## src/rtl/kmp_pkg.sv

```systemverilog
// shared codes, defaults and control structs of the kmp stream matcher
package kmp_pkg;

  // default pattern capacity in bytes
  localparam int PATTERN_MAX_DEF = 64;

  // input opcodes
  localparam logic [1:0] OP_CLEAR  = 2'd0;
  localparam logic [1:0] OP_APPEND = 2'd1;
  localparam logic [1:0] OP_TEXT   = 2'd2;

  // result status codes
  localparam logic [1:0] ST_NO_MATCH = 2'd0;
  localparam logic [1:0] ST_MATCH    = 2'd1;
  localparam logic [1:0] ST_FULL     = 2'd2;
  localparam logic [1:0] ST_EMPTY    = 2'd3;

  // command broadcast to every cell for one accepted request
  typedef struct packed {
    logic       clear;
    logic       append;
    logic       text;
    logic [7:0] data_byte;
  } kmp_cmd_t;

  // summary of the cell row seen by the top level
  typedef struct packed {
    logic full_match;
    logic empty;
    logic full;
  } kmp_row_stat_t;

endpackage

```

## src/rtl/kmp_if.sv

```systemverilog
// valid/ready channel interfaces for requests and results
interface kmp_in_if;
  logic       valid;
  logic       ready;
  logic [1:0] opcode;
  logic [7:0] data_byte;

  modport source (output valid, output opcode, output data_byte, input ready);
  modport sink   (input valid, input opcode, input data_byte, output ready);
endinterface

interface kmp_out_if;
  logic        valid;
  logic        ready;
  logic [1:0]  status;
  logic [31:0] match_start;

  modport source (output valid, output status, output match_start, input ready);
  modport sink   (input valid, input status, input match_start, output ready);
endinterface

```

## src/rtl/kmp_cell.sv

```systemverilog
// one pattern position: stored byte, fill flag and matched-prefix flag
module kmp_cell (
  input  logic              clk,
  input  logic              rst_n,
  input  kmp_pkg::kmp_cmd_t cmd,
  input  logic              prev_filled,
  input  logic              prev_act,
  input  logic              next_filled,
  output logic              filled,
  output logic              act,
  output logic              hit_last
);

  logic [7:0] pat_r;
  logic       filled_r;
  logic       act_r;
  logic       hit;
  logic       last;

  // prefix through this position extends with the incoming byte
  assign hit      = prev_act & filled_r & (pat_r == cmd.data_byte);
  assign last     = filled_r & ~next_filled;
  assign hit_last = hit & last;
  assign filled   = filled_r;
  assign act      = act_r;

  // fill and match flags
  always_ff @(posedge clk) begin
    if (!rst_n) begin
      filled_r <= 1'b0;
      act_r    <= 1'b0;
    end else if (cmd.clear) begin
      filled_r <= 1'b0;
      act_r    <= 1'b0;
    end else if (cmd.append) begin
      filled_r <= filled_r | prev_filled;
    end else if (cmd.text) begin
      // a full match is dropped so the walk falls back to the longest border
      act_r <= hit & ~last;
    end
  end

  // the first empty cell takes the appended byte
  always_ff @(posedge clk) begin
    if (cmd.append && prev_filled && !filled_r) begin
      pat_r <= cmd.data_byte;
    end
  end

endmodule

```

## src/rtl/kmp_cell_row.sv

```systemverilog
// row of pattern cells with neighbor chaining and full-match reduction
module kmp_cell_row #(
  parameter int PATTERN_MAX = kmp_pkg::PATTERN_MAX_DEF
) (
  input  logic                   clk,
  input  logic                   rst_n,
  input  kmp_pkg::kmp_cmd_t      cmd,
  output kmp_pkg::kmp_row_stat_t stat
);

  logic [PATTERN_MAX-1:0] filled;
  logic [PATTERN_MAX-1:0] act;
  logic [PATTERN_MAX-1:0] hit_last;
  logic [PATTERN_MAX:0]   filled_chain;
  logic [PATTERN_MAX:0]   act_chain;
  logic [PATTERN_MAX:0]   next_chain;

  // chain ends: empty prefix always matches, nothing beyond the last cell
  assign filled_chain = {filled, 1'b1};
  assign act_chain    = {act, 1'b1};
  assign next_chain   = {1'b0, filled};

  for (genvar i = 0; i < PATTERN_MAX; i++) begin : g_cell
    kmp_cell u_cell (
      .clk         (clk),
      .rst_n       (rst_n),
      .cmd         (cmd),
      .prev_filled (filled_chain[i]),
      .prev_act    (act_chain[i]),
      .next_filled (next_chain[i+1]),
      .filled      (filled[i]),
      .act         (act[i]),
      .hit_last    (hit_last[i])
    );
  end

  // row summary
  assign stat.full_match = |hit_last;
  assign stat.empty      = ~filled[0];
  assign stat.full       = filled[PATTERN_MAX-1];

endmodule

```

## src/rtl/kmp_stream_matcher.sv

```systemverilog
// top level of the kmp stream matcher: request handling, position count, result register
// Streaming Knuth-Morris-Pratt matcher. Requests append pattern bytes, clear the pattern
// or stream text bytes; every request gives exactly one result. The pattern lives in a row
// of PATTERN_MAX cells, each holding one byte and a flag for "the prefix through here
// matches the recent text"; a text byte updates all flags at once, so the failure chain
// is never walked. A request is taken whenever the result register is empty or being
// drained, and its result is registered for the next cycle; while results are drained,
// the block sustains one request per cycle, a figure set by the single result register.
// Overlapping matches are reported, match_start wraps modulo 2^32 with the text position.
module kmp_stream_matcher #(
  parameter int PATTERN_MAX = kmp_pkg::PATTERN_MAX_DEF
) (
  input  logic            clk,
  input  logic            rst_n,
  kmp_in_if.sink          in_chan,
  kmp_out_if.source       out_chan
);

  localparam int LEN_W = $clog2(PATTERN_MAX + 1);

  logic                   in_acc;
  kmp_pkg::kmp_cmd_t      cmd;
  kmp_pkg::kmp_row_stat_t stat;

  logic [LEN_W-1:0] len_r;
  logic [LEN_W-1:0] len_nxt;
  logic [31:0]      pos_r;
  logic [31:0]      pos_nxt;
  logic             out_valid_r;
  logic [1:0]       status_r;
  logic [1:0]       status_nxt;
  logic [31:0]      start_r;
  logic [31:0]      start_nxt;

  // handshake
  assign in_acc        = in_chan.valid & in_chan.ready;
  assign in_chan.ready = ~out_valid_r | out_chan.ready;

  // command to the cell row
  assign cmd.clear     = in_acc & (in_chan.opcode == kmp_pkg::OP_CLEAR);
  assign cmd.append    = in_acc & (in_chan.opcode == kmp_pkg::OP_APPEND);
  assign cmd.text      = in_acc & (in_chan.opcode == kmp_pkg::OP_TEXT);
  assign cmd.data_byte = in_chan.data_byte;

  kmp_cell_row #(
    .PATTERN_MAX (PATTERN_MAX)
  ) u_row (
    .clk   (clk),
    .rst_n (rst_n),
    .cmd   (cmd),
    .stat  (stat)
  );

  // result and next length and position
  always_comb begin
    status_nxt = kmp_pkg::ST_NO_MATCH;
    start_nxt  = 32'd0;
    len_nxt    = len_r;
    pos_nxt    = pos_r;
    unique case (in_chan.opcode)
      kmp_pkg::OP_CLEAR: begin
        len_nxt = '0;
        pos_nxt = 32'd0;
      end
      kmp_pkg::OP_APPEND: begin
        if (stat.full) begin
          status_nxt = kmp_pkg::ST_FULL;
        end else begin
          len_nxt = len_r + LEN_W'(1);
        end
      end
      kmp_pkg::OP_TEXT: begin
        pos_nxt = pos_r + 32'd1;
        if (stat.empty) begin
          status_nxt = kmp_pkg::ST_EMPTY;
        end else if (stat.full_match) begin
          status_nxt = kmp_pkg::ST_MATCH;
          start_nxt  = pos_r - 32'(len_r) + 32'd1;
        end
      end
      default: begin
        status_nxt = kmp_pkg::ST_NO_MATCH;
      end
    endcase
  end

  // length and text position
  always_ff @(posedge clk) begin
    if (!rst_n) begin
      len_r <= '0;
      pos_r <= 32'd0;
    end else if (in_acc) begin
      len_r <= len_nxt;
      pos_r <= pos_nxt;
    end
  end

  // result register
  always_ff @(posedge clk) begin
    if (!rst_n) begin
      out_valid_r <= 1'b0;
    end else if (in_acc) begin
      out_valid_r <= 1'b1;
    end else if (out_chan.ready) begin
      out_valid_r <= 1'b0;
    end
  end

  always_ff @(posedge clk) begin
    if (in_acc) begin
      status_r <= status_nxt;
      start_r  <= start_nxt;
    end
  end

  assign out_chan.valid       = out_valid_r;
  assign out_chan.status      = status_r;
  assign out_chan.match_start = start_r;

  // length counter agrees with the cell fill flags
  assert property (@(posedge clk) disable iff (!rst_n)
    (len_r == LEN_W'(0)) == stat.empty)
    else $error("length counter and empty flag disagree");

  assert property (@(posedge clk) disable iff (!rst_n)
    (len_r == LEN_W'(PATTERN_MAX)) == stat.full)
    else $error("length counter and full flag disagree");

  // text on an empty pattern reports empty
  assert property (@(posedge clk) disable iff (!rst_n)
    cmd.text && (len_r == LEN_W'(0)) |=> status_r == kmp_pkg::ST_EMPTY)
    else $error("text on empty pattern not reported");

  // match start is zero unless a match is reported
  assert property (@(posedge clk) disable iff (!rst_n)
    out_valid_r && (status_r != kmp_pkg::ST_MATCH) |-> start_r == 32'd0)
    else $error("nonzero match start without a match");

endmodule
```

## src/flat_wrapper.sv

```systemverilog
// flat-port wrapper written by rule: the top's interface ports become plain ports
module kmp_stream_matcher_flat 
#(
  parameter int PATTERN_MAX = kmp_pkg::PATTERN_MAX_DEF
)
  (clk, rst_n, in_chan_valid, in_chan_opcode, in_chan_data_byte, in_chan_ready, out_chan_valid, out_chan_status, out_chan_match_start, out_chan_ready);
  kmp_in_if in_chan_i ();
  kmp_out_if out_chan_i ();
  input  logic clk;
  input  logic rst_n;
  input wire logic [$bits(in_chan_i.valid)-1:0] in_chan_valid;
  input wire logic [$bits(in_chan_i.opcode)-1:0] in_chan_opcode;
  input wire logic [$bits(in_chan_i.data_byte)-1:0] in_chan_data_byte;
  output wire logic [$bits(in_chan_i.ready)-1:0] in_chan_ready;
  output wire logic [$bits(out_chan_i.valid)-1:0] out_chan_valid;
  output wire logic [$bits(out_chan_i.status)-1:0] out_chan_status;
  output wire logic [$bits(out_chan_i.match_start)-1:0] out_chan_match_start;
  input wire logic [$bits(out_chan_i.ready)-1:0] out_chan_ready;
  assign in_chan_i.valid = in_chan_valid;
  assign in_chan_i.opcode = in_chan_opcode;
  assign in_chan_i.data_byte = in_chan_data_byte;
  assign in_chan_ready = in_chan_i.ready;
  assign out_chan_valid = out_chan_i.valid;
  assign out_chan_status = out_chan_i.status;
  assign out_chan_match_start = out_chan_i.match_start;
  assign out_chan_i.ready = out_chan_ready;
  kmp_stream_matcher #(.PATTERN_MAX(PATTERN_MAX)) u_core (.clk(clk), .rst_n(rst_n), .in_chan(in_chan_i), .out_chan(out_chan_i));
endmodule
```

## config.mk

```make
export PLATFORM = sky130hd
export DESIGN_NAME = kmp_stream_matcher_flat
export DESIGN_NICKNAME = d
export VERILOG_FILES = /design/src/rtl/kmp_pkg.sv /design/src/rtl/kmp_if.sv /design/src/rtl/kmp_cell.sv /design/src/rtl/kmp_cell_row.sv /design/src/rtl/kmp_stream_matcher.sv /design/src/flat_wrapper.sv
export SDC_FILE = /design/constraint.sdc
export NUM_CORES = 1
export LEC_CHECK = 0
export ABC_AREA = 1
export BUFFER_PORTS_ARGS = -buffer_cell sky130_fd_sc_hd__buf_2
export CAP_MARGIN = 25
export CORE_MARGIN = 3
export CORE_UTILIZATION = 58
export DETAILED_ROUTE_END_ITERATION = 7
export PLACE_DENSITY = 0.74
export SYNTH_ARGS = -nofsm -noshare
export SYNTH_HDL_FRONTEND = slang
export SYNTH_HIERARCHICAL = 1
export SYNTH_SLANG_ARGS = --single-unit
```

## constraint.sdc

```tcl
create_clock -name clk -period 5.4 [get_ports clk]
set_input_delay 0.54 -clock clk [delete_from_list [all_inputs] [get_ports clk]]
set_output_delay 0.54 -clock clk [all_outputs]
set_load 0.005 [all_outputs]
```

== Yosys cells after proc, flatten, opt, wreduce, memory -nomap -nowiden ==
Index checks and enable logic that the tools add are counted.

* Output and inout port bits: 36
* Register bits after elaboration: 713

* Reductions and logical operators: 201
* Bitwise operators: 514
* Mux-type cells: 9
* Add/sub/neg operators: 4
* Equality and inequality tests: 67

{| class="wikitable"
|+ Operators by type and width
! kind !! number
|-
| $eq 8x8->1 || 64
|-
| $and 1x1->1 || 321
|-
| $not 1->1 || 129
|-
| $logic_and 1x1->1 || 127
|-
| $add 32x1->32 const B || 2
|-
| $logic_not 1->1 || 64
|-
| $or 1x1->1 || 64
|-
| $pmux 32 s2 || 1
|-
| $reduce_or 64->1 || 1
|-
| $sub 32x7->32 || 1
|-
| $pmux 7 s2 || 1
|-
| $add 7x1->7 const B || 1
|-
| $mux 7 || 1
|-
| $reduce_and 3->1 || 2
|-
| $reduce_bool 2->1 || 3
|-
| $mux 2 || 2
|-
| $pmux 2 s2 || 1
|-
| $reduce_and 2->1 || 2
|-
| $mux 1 || 3
|-
| $eq 2x1->1 const B || 1
|-
| $eq 2x2->1 const B || 1
|-
| $logic_not 2->1 || 1
|-
| $ne 2x2->1 const B || 1
|-
| $reduce_or 2->1 || 1
|}

== Depth between registers and ports, before layout ==
* Depth in word-level cells: 7
* Mapped depth: 18
* Mapped depth without buffers: 16

== Modules after synthesis ==
The synthesis kept the hierarchy.

{| class="wikitable"
|+ Modules (own cells, without submodules)
! module !! seq. area each (µm²) !! instances !! area an instance (µm²) !! cells each
|-
| kmp_cell || 280.3 || 64 || 559.3 || 78
|-
| kmp_stream_matcher || 1821.7 || 1 || 5958.2 || 894
|-
| kmp_cell_row || 0.0 || 1 || 255.2 || 67
|}

== Least setup slack after synthesis ==
Ideal clock, no wire load.

* Kind: input to register
* From: input port in_chan_opcode[1]
* To: register u_core.u_row.g_cell[0].u_cell.pat_r[0], enable pin
* Path buffers: 0
* Cell stages on the path: 6
* Data arrival time: 5445 ps
* Slack: -418 ps
* Cells stage by stage: inv_1 > ha_1 > inv_1 > nor2_1 > nand2_1 > nor2_1

{| class="wikitable"
|+ RTL lines
! element !! line !! RTL
|-
| from (decl) || flat_wrapper.sv:12 || <nowiki>input wire logic [$bits(in_chan_i.opcode)-1:0] in_chan_opcode;</nowiki>
|-
| to (signal assigned) || kmp_cell.sv:46 || <nowiki>pat_r <= cmd.data_byte;</nowiki>
|-
| to (decl) || kmp_cell.sv:14 || <nowiki>logic [7:0] pat_r;</nowiki>
|}

==> impl_metrics.env <==
export IMPL_status="finished, final reports clean"
export IMPL_cts_sinks=713
export IMPL_grt_pass1_vias=33200
export IMPL_htreeDepth=3
export IMPL_cts_buffers=80
export IMPL_nets=6178
export IMPL_post_cts_buffers=0
export IMPL_setup_slack_ps=2010
export IMPL_start_kind="input port"
export IMPL_leakagePower_nw=22.4
export IMPL_synth_warnings=6
export IMPL_row_count=97
export IMPL_hold_path_class="in2reg"
export IMPL_crit_top_cell="nor2_1"
export IMPL_max_freq_mhz=295
export IMPL_layout_commonest_cell="nand2_1"
export IMPL_worstPathMaxFanout=136
export IMPL_setup_violations=0
export IMPL_holdWs_ps=228
export IMPL_regToRegEndpoint="u_core/u_row/g_cell[50].u_cell/pat_r[4]$_DFFE_PP_"
export IMPL_place_area_um2=43900
export IMPL_die_y_um=275
export IMPL_peakVddDrop_v=0.000279
export IMPL_cts_tree="built"
export IMPL_arrival_ps=3850
export IMPL_vias_per_cell=5.08
export IMPL_synth_area_um2=41900
export IMPL_io_pins=50
export IMPL_power_density_nw_per_um2=258
export IMPL_relSlewSlack_pct=29.8
export IMPL_r2r_start="u_core/out_chan.valid$_SDFFE_PN0P_"
export IMPL_drtIter0Drc=2738
export IMPL_wl_um=95300
export IMPL_most_common_layout_cells="nand2_1, inv_1, nor2_1"
export IMPL_endpoint_kind="register"
export IMPL_reg2reg_depth=7
export IMPL_rsz0062_at_grt="false"
export IMPL_fin_skew_ps=22.2
export IMPL_post_route_drc_count=0
export IMPL_antenna_found_initial=1
export IMPL_hold_viol=0
export IMPL_max_cap_viol_count=0
export IMPL_syn_inst=5928
export IMPL_initial_core_util_pct=59.2
export IMPL_die_x_um=275
export IMPL_post_route_min_period_ps=3390
export IMPL_ctsHoldBuffers=0
export IMPL_tightest_slew_ps=1050
export IMPL_hpwlAfterDp_um=62300
export IMPL_clk_path_buf_depth=3
export IMPL_critPathCapture="u_core/out_chan.match_start[11]$_SDFFCE_PP0P_"
export IMPL_dr_pass1_iters=6
export IMPL_port_buffers=49
export IMPL_worstPathRequired_ps=5860
export IMPL_vias=36000
export IMPL_rrSetupSlack_ps=2420
export IMPL_worstSetupPathType="in2reg"
export IMPL_crit_slowest_cell="clkbuf_8"
export IMPL_fin_setup_tns_ps=0
export IMPL_gp_congestion=0.918
export IMPL_holdPathStages=3
export IMPL_final_cell_area_um2=46300
export IMPL_num_fill_cells=6072
export IMPL_clk_latency_ps=620
export IMPL_grt_pass1_wl_um=157000
export IMPL_drive_above_1_share_pct=3.80
export IMPL_synthToLayoutAreaGrowth_pct=10.6
export IMPL_grt_ovfl_total=0
export IMPL_finish_utilization_pct=65.5
export IMPL_crit_chain="clkbuf_8, buf_4, o21ai_0, nor2_1, nand3_1, nor3b_1, nor2_1, nand2_1, nor2_1, nand2_1, nor2_1, nand2_1, inv_1, nor3_2, buf_4, o21ai_0, a21oi_1"
export IMPL_wl_per_cell_um=13.4
export IMPL_slowest_delay_ps=570
export IMPL_cp_startpoint="in_chan_data_byte[6]"
export IMPL_grt_max_degree=137
export IMPL_cts_root_buf="clkbuf_16"
export IMPL_ctsResizeCount=0
export IMPL_min_period_over_period_pct=62.7
export IMPL_num_antenna_cells=0
export IMPL_place_ws_ps=1500
export IMPL_ant_nets=0
export IMPL_slew_violations=0
export IMPL_core_area_um2=70800
export IMPL_clk_pin_slew_ps=60
export IMPL_grt_usage_pct=25.1
export IMPL_fp_dieArea_um2=75500
export IMPL_syn_avg_cell_area_um2=7.07
[layer usage]
layer	wire length [um]	vias up	GRT usage (%)
met5	0	-	0
li1	-	18700	-
met2	44000	904	42.6
met1	43900	16300	34.2
met4	2360	0	7.53
met3	5030	169	2.65
[where the power goes]
part           internal (W)  switching, W
clock network       0.00303       0.00218
logic              0.000230      0.000595
registers           0.00591    0.00000602
total               0.00917       0.00278
[critical path, delay by kind of cell]
kind            cells  cell delay [ps]
compound gates      3              480
buf+inv             4             1420
simple gates       10             1240
[per-stage QoR]
| step | power [W] | instances |
|---|---|---|
| final | 0.0119 | 7103 |
| after global routing | 0.0124 | 7103 |
| after CTS | 0.0121 | 7103 |
| after detailed placement | 0.00685 | 6955 |
| after global placement | 0.00683 | 6955 |
| after floorplan | 0.00649 | 5930 |
[state kept, by name, indices dropped and copies added (netlist names)]
name                               flops
u_core/u_row/g_cell.u_cell/pat_r     512
u_core/u_row/g_cell.u_cell/filled     64
u_core/u_row/g_cell.u_cell/act        63
u_core/out_chan.match_start           32
u_core/pos_r                          32
u_core/len_r                           7
u_core/out_chan.status                 2
u_core/out_chan.valid                  1
[layout make-up]
cell class,count,area (um2),share of cell area (%)
clock buffers,121,2300,4.96
clock inverters,27,193,0.416
inverters,1264,4740,10.2
multi-input cells,3947,17400,37.6
flip-flops and latches,713,19700,42.6
well taps,940,1180,2.54
repair buffers,91,788,1.70
[how the worst min path moves through the flow]
stage | start | to | slack, ps
final | in_chan_valid | u_core/out_chan.valid$_SDFFE_PN0P_ | 230
after floorplan | u_core/u_row/g_cell[62].u_cell/act$_SDFFE_PP0P_ | u_core/u_row/g_cell[62].u_cell/act$_SDFFE_PP0P_ | 440
after CTS | in_chan_valid | u_core/out_chan.valid$_SDFFE_PN0P_ | 200
after global routing | in_chan_valid | u_core/out_chan.valid$_SDFFE_PN0P_ | 220
after global placement | u_core/u_row/g_cell[62].u_cell/act$_SDFFE_PP0P_ | u_core/u_row/g_cell[62].u_cell/act$_SDFFE_PP0P_ | 460
after detailed placement | u_core/u_row/g_cell[62].u_cell/act$_SDFFE_PP0P_ | u_core/u_row/g_cell[62].u_cell/act$_SDFFE_PP0P_ | 470
(Power assumes the default switching activity.)
